## config.mk

```make
export PLATFORM = sky130hd
export DESIGN_NAME = bra_scan_step
export DESIGN_NICKNAME = d
export VERILOG_FILES = /design/src/sv/bra_pkg.sv /design/src/sv/bra_scan_step.sv
export SDC_FILE = /design/constraint.sdc
export NUM_CORES = 1
export LEC_CHECK = 0
export BUFFER_PORTS_ARGS = -buffer_cell sky130_fd_sc_hd__buf_2
export CORE_ASPECT_RATIO = 2
export CORE_UTILIZATION = 40
export DETAILED_ROUTE_END_ITERATION = 10
export SETUP_SLACK_MARGIN = 0.5
export SLEW_MARGIN = 10
export SYNTH_ARGS = -nofsm -noshare
export SYNTH_HDL_FRONTEND = slang
export SYNTH_SLANG_ARGS = --single-unit
```

## constraint.sdc

```tcl
create_clock -name vclk -period 13.6
set_input_delay 0.68 -clock vclk [all_inputs]
set_output_delay 0.68 -clock vclk [all_outputs]
set_load 0.02 [all_outputs]
```

## src/sv/bra_pkg.sv

```systemverilog
// bra_pkg: shared constants, types and command codes for the bitmap run allocator.
// No dependencies; compiled first.
`timescale 1ns / 1ps

package bra_pkg;

   localparam int MAP_BYTES     = 512;
   localparam int BITS_PER_BYTE = 8;
   localparam int ADDR_W        = $clog2(MAP_BYTES);       // byte address
   localparam int SPAN_W        = $clog2(MAP_BYTES + 1);   // byte count incl. MAP_BYTES
   localparam int BIT_W         = 12;                      // page bit index
   localparam int LEN_W         = 13;                      // run length
   localparam int CMD_W         = 2;

   localparam logic [BITS_PER_BYTE-1:0] FULL_BYTE = 8'hff;

   typedef logic [CMD_W-1:0]  cmd_type;
   typedef logic [LEN_W-1:0]  len_type;
   typedef logic [BIT_W-1:0]  bit_idx_type;
   typedef logic [SPAN_W-1:0] span_type;

   localparam cmd_type CMD_SEARCH = 2'd0;
   localparam cmd_type CMD_WRITE  = 2'd1;
   localparam cmd_type CMD_READ   = 2'd2;

   typedef enum logic [2:0] {
      ST_CLEAR,
      ST_IDLE,
      ST_SEARCH,
      ST_ACCESS,
      ST_RESULT
   } state_type;

   // running state of the free-run scan
   typedef struct packed {
      len_type     run;
      bit_idx_type start;
      logic        found;
   } scan_type;

endpackage

```

## src/sv/bra_scan_step.sv

```systemverilog
// bra_scan_step: advances the free-run scan across one bitmap byte, lowest bit first.
// Depends on bra_pkg.
`timescale 1ns / 1ps

module bra_scan_step (
   input  logic [bra_pkg::BITS_PER_BYTE-1:0] byte_data,
   input  logic [bra_pkg::ADDR_W-1:0]        byte_addr,
   input  bra_pkg::len_type                  want,
   input  bra_pkg::scan_type                 scan_in,
   output bra_pkg::scan_type                 scan_out
);
   import bra_pkg::*;

   always_comb begin
      scan_type s;
      s = scan_in;
      for (int b = 0; b < BITS_PER_BYTE; b++) begin
         if (!s.found) begin
            if (byte_data[b]) begin
               s.run = '0;
            end else begin
               if (s.run == '0) begin
                  s.start = {byte_addr, 3'(b)};
               end
               s.run = s.run + 1'b1;
               if (s.run == want) begin
                  s.found = 1'b1;
               end
            end
         end
      end
      scan_out = s;
   end

endmodule

```

==> results of run 1 <==
-- kinds of logic after synthesis --
| family | share of synthesized area (%) |
|---|---|
| and+or+nand+nor | 36.4 |
| AOI/OAI and AO/OA | 36.3 |
| xor gates and xnor gates | 12.8 |
| buffers and inverters | 5.54 |
| muxes | 6.85 |
| adders and majority gates | 2.12 |
-- per-layer routing --
metal / overflow / track usage (%)
met1: 1 / 40.7
met2: 64 / 80.1
met3: 1 / 20.5
met4: 50 / 60.5
met5: 0 / 0
-- repair_timing --
| action | 4_1_cts |
|---|---|
| resized for setup | 7 |
| pin swaps | 1 |
| buffers inserted | 0 |
| endpoints found under the setup margin | 25 |
-- stage by stage --
stage / instance area [sq um] / utilization, % / hold slack [ps] / setup WS [ps]
CTS: 10800 / 46.4 / 1700 / 504
global placement: 10700 / 46.2 / 1700 / -67.8
floorplan: 9440 / - / 1520 / 1190
detailed placement: 10700 / 46.2 / 1700 / -138
==> out/results.tsv, run 1 <==
stage	metric	value	unit
outcome	outcome	aborted with a tool error	
outcome	failed_stage	5_1_grt	
outcome	firstError	[ERROR GRT-0116] Global routing finished with congestion. Check the congestion regions in the DRC Viewer.	
logic_synthesis	yosysUniqueCellTypes	118	
grt	gr-total-overflow	116	
placed_design	routabilityCongestion	1.10	
floorplanning	fp.dieH	219	um
placed_design	port_buffers	82	
logic_synthesis	synthCells	1394	
logic_synthesis	syn_nets	1466	
grt	grt_pass1_wl	90.0	mm
grt	grt_max_degree	27	
floorplanning	io_pins	82	
clocking	cts_hold_buf	0	
logic_synthesis	yosysTopAreaCell	xnor2_1	
floorplanning	initial_utilization	40.6	%
logic_synthesis	syn_area_per_cell	6.77	sq um
grt	grt_use_total	49.0	%
logic_synthesis	synth_area_leaders	xnor2_1, nor2_1, nand2_1	
logic_synthesis	ys_seq_area_share	0	%
grt	grt_pass1_vias	14100	
logic_synthesis	post-synth-top-count-cell	nor2_1	
logic_synthesis	netlist_area	0.00944	sq mm
logic_synthesis	yosys_warnings	0	
placed_design	placed_cells	1796	
logic_synthesis	yosysTopAreaCellShare	8.82	%
floorplanning	rows	79	
placed_design	hpwl	43.3	mm
floorplanning	die_w	111	um
logic_synthesis	yosys-top-cells-count	nor2_1, nand2_1, xnor2_1, nor3_1, a21oi_1	
==> run 2: changes to the inputs <==
--- a/config.mk
+++ b/config.mk
@@ -6,10 +6,9 @@
 export NUM_CORES = 1
 export LEC_CHECK = 0
 export BUFFER_PORTS_ARGS = -buffer_cell sky130_fd_sc_hd__buf_2
-export CORE_ASPECT_RATIO = 2
-export CORE_UTILIZATION = 40
+export CORE_UTILIZATION = 25
 export DETAILED_ROUTE_END_ITERATION = 10
-export SETUP_SLACK_MARGIN = 0.5
+export PLACE_DENSITY_LB_ADDON = 0.15
 export SLEW_MARGIN = 10
 export SYNTH_ARGS = -nofsm -noshare
 export SYNTH_HDL_FRONTEND = slang
==> run 2 against run 1 <==
Compared with the run above:
- the run now ends clean
- area after synthesis unchanged
- synthesized cell count is the same
==> out/results.tsv, run 2 <==
stage	metric	value	unit	change
worst_hold_path	whs_endpoint	scan_out[3]		
timing	maxSlewHeadroom	36.1	%	
power	power	0.471	mW	
logic_synthesis	yosys_warnings	0		unchanged
finish	final_util	29.2	%	
worst_setup_path	criticalPathCategory	in2out		
grt	antenna_found_initial	0		
routing	ant_nets	0		
logic_synthesis	yosys-top-cells-count	nor2_1, nand2_1, xnor2_1, nor3_1, a21oi_1		unchanged
logic_synthesis	yosysTopAreaCell	xnor2_1		unchanged
logic_synthesis	synth_area_leaders	xnor2_1, nor2_1, nand2_1		unchanged
grt	grt_pass1_wl	70.5	mm	
logic_synthesis	syn_nets	1466		unchanged
timing	worst_pin_slew	947	ps	
logic_synthesis	yosysUniqueCellTypes	118		unchanged
finish	finalNetCount	1542		
power	ir_drop	0.00000954	V	
timing	setup_tns	0	ps	
worst_setup_path	cp-end-kind	output pin		
worst_hold_path	whs_path_depth	3		
finish	final_common_cell	nor2_1		
clocking	cts_hold_buf	0		unchanged
floorplanning	rows	70		was 79
grt	grt_max_degree	29		
clocking	postCtsSetupRepairBufs	0		unchanged
placed_design	routabilityCongestion	0.982		was 1.10
worst_setup_path	worstPathRequired	12920	ps	
timing	min_period	12730	ps	
finish	clockBufferCount	0		
floorplanning	io_pins	82		unchanged
worst_setup_path	crit_fanout	28		
timing	hold_violations	0		
worst_setup_path	cp_slowest_cell	or4_1		
floorplanning	fp.dieH	196	um	was 219 um
worst_hold_path	hold_class	in2out		
grt	gr-total-overflow	0		
routing	drt_pass1_iterations	5		
logic_synthesis	netlist_area	0.00944	sq mm	unchanged
timing	maxSlewViolCount	0		
routing	viasPerCell	6.16		
logic_synthesis	post-synth-top-count-cell	nor2_1		unchanged
finish	most-common-layout-cells	nor2_1, nand2_1, xnor2_1		
placed_design	placed_cells	1972		was 1796
routing	drt_iter0_drc	1203		
finish	area_delta_synth_final	14.2	%	
worst_setup_path	crit_path_frequent_cell	nand3_1		
worst_hold_path	hp-start	scan_in[3]		
floorplanning	die_area	0.0385	sq mm	
routing	post_drt_wl_per_cell	23.7	um	
routing	routed_wl	46.8	mm	
finish	finalNonFillerCells	1972		
logic_synthesis	ys_seq_area_share	0	%	unchanged
routing	vias	12100		
finish	design.seq.count	0		
finish	diodes	0		
worst_setup_path	slowest_delay	630	ps	
finish	stdcell_area	0.0108	sq mm	
placed_design	place_area	0.0107	sq mm	about the same
placed_design	port_buffers	82		unchanged
flow_run	drv_cap	0		
placed_design	hpwl	37.5	mm	was 43.3 mm
floorplanning	die_w	196	um	was 111 um
timing	finalSetupViolations	0		
floorplanning	core	0.0369	sq mm	
floorplanning	initial_utilization	25.6	%	was 40.6%
logic_synthesis	syn_area_per_cell	6.77	sq um	unchanged
worst_setup_path	critPathLaunchType	primary input		
finish	layout-drive-gt1-share	18.5	%	
grt	grt_use_total	23.4	%	
outcome	outcome	finished clean		was aborted with a tool error
grt	grt_pass1_vias	11400		
timing	period_share	93.6	%	
finish	regArea	0	sq um	
logic_synthesis	yosysTopAreaCellShare	8.82	%	unchanged
power	p_per_area	43.7	mW/mm^2	
timing	grt_setup_unrepaired	false		
timing	max_freq	78.6	MHz	
logic_synthesis	synthCells	1394		unchanged
worst_setup_path	critPathArrivalTime	12050	ps	
power	power_leakage	3.77	nW	
routing	drc	0		
[run 2: cell counts after synthesis]
No cell type changed its count.
[run 2: how the worst max path moves through the flow]
stage                startpoint           end
floorplan            scan_in[0]   scan_out[0]
global placement    scan_in[13]   scan_out[0]
detailed placement  scan_in[13]   scan_out[0]
CTS                  scan_in[0]   scan_out[0]
global route        scan_in[13]  scan_out[12]
finish               scan_in[0]   scan_out[0]
[run 2: kinds of logic (layout without fill, tap and decap cells)]
kind of cell | count (synthesis) | in the layout | share of synthesized area (%)
compound gates | 445 | 445 | 36.3
xor+xnor | 128 | 128 | 12.8
fa+ha+maj | 16 | 16 | 2.12
buf+inv | 126 | 200 | 5.54
mux | 56 | 56 | 6.85
simple gates | 623 | 623 | 36.4
[run 2: metrics by stage]
stage	hold WS, ps	worst slack [ps]
5_1_grt	1720	5.66
2_1_floorplan	1520	1190
3_3_place_gp	1690	-156
4_1_cts	1710	256
3_5_place_dp	1710	13.5
6_report	1700	874
[run 2: metal layers]
layer	GRT usage [%]	wire [um]	up-vias	share of wire (%)
met5	0	0	-	0
met4	9.49	2120	0	4.5
met3	3.21	3660	98	7.8
met2	37.0	20200	548	43
met1	31.9	20800	5873	44
li1	-	-	5623	-
[run 2: report_power, final]
| group | switching [mW] | total, mW | internal, mW |
|---|---|---|---|
| Sequential | 0 | 0 | 0 |
| Clock | 0 | 0 | 0 |
| Combinational | 0.303 | 0.471 | 0.169 |
| Total | 0.303 | 0.471 | 0.169 |
[run 2: critical path: cells and delay by family]
family,cells,cell delay [ps]
AND/OR/NAND/NOR,11,4050
XOR/XNOR,2,410
buffers and inverters,6,1150
AO/OA/AOI/OAI,19,4880
adder cells (fa/ha/maj),3,850
[run 2: layout make-up]
class	count	area, sq um
fillers	4072	26100
inverters	45	169
multi-input cells	1268	9000
well taps	504	631
repair buffers	155	973
[run 2: repair_timing]
item,in CTS,in global routing
gates resized for setup,1,18
endpoints found under the setup margin,1,25
pin swaps,0,1
Power figures use the tool's default switching activity.
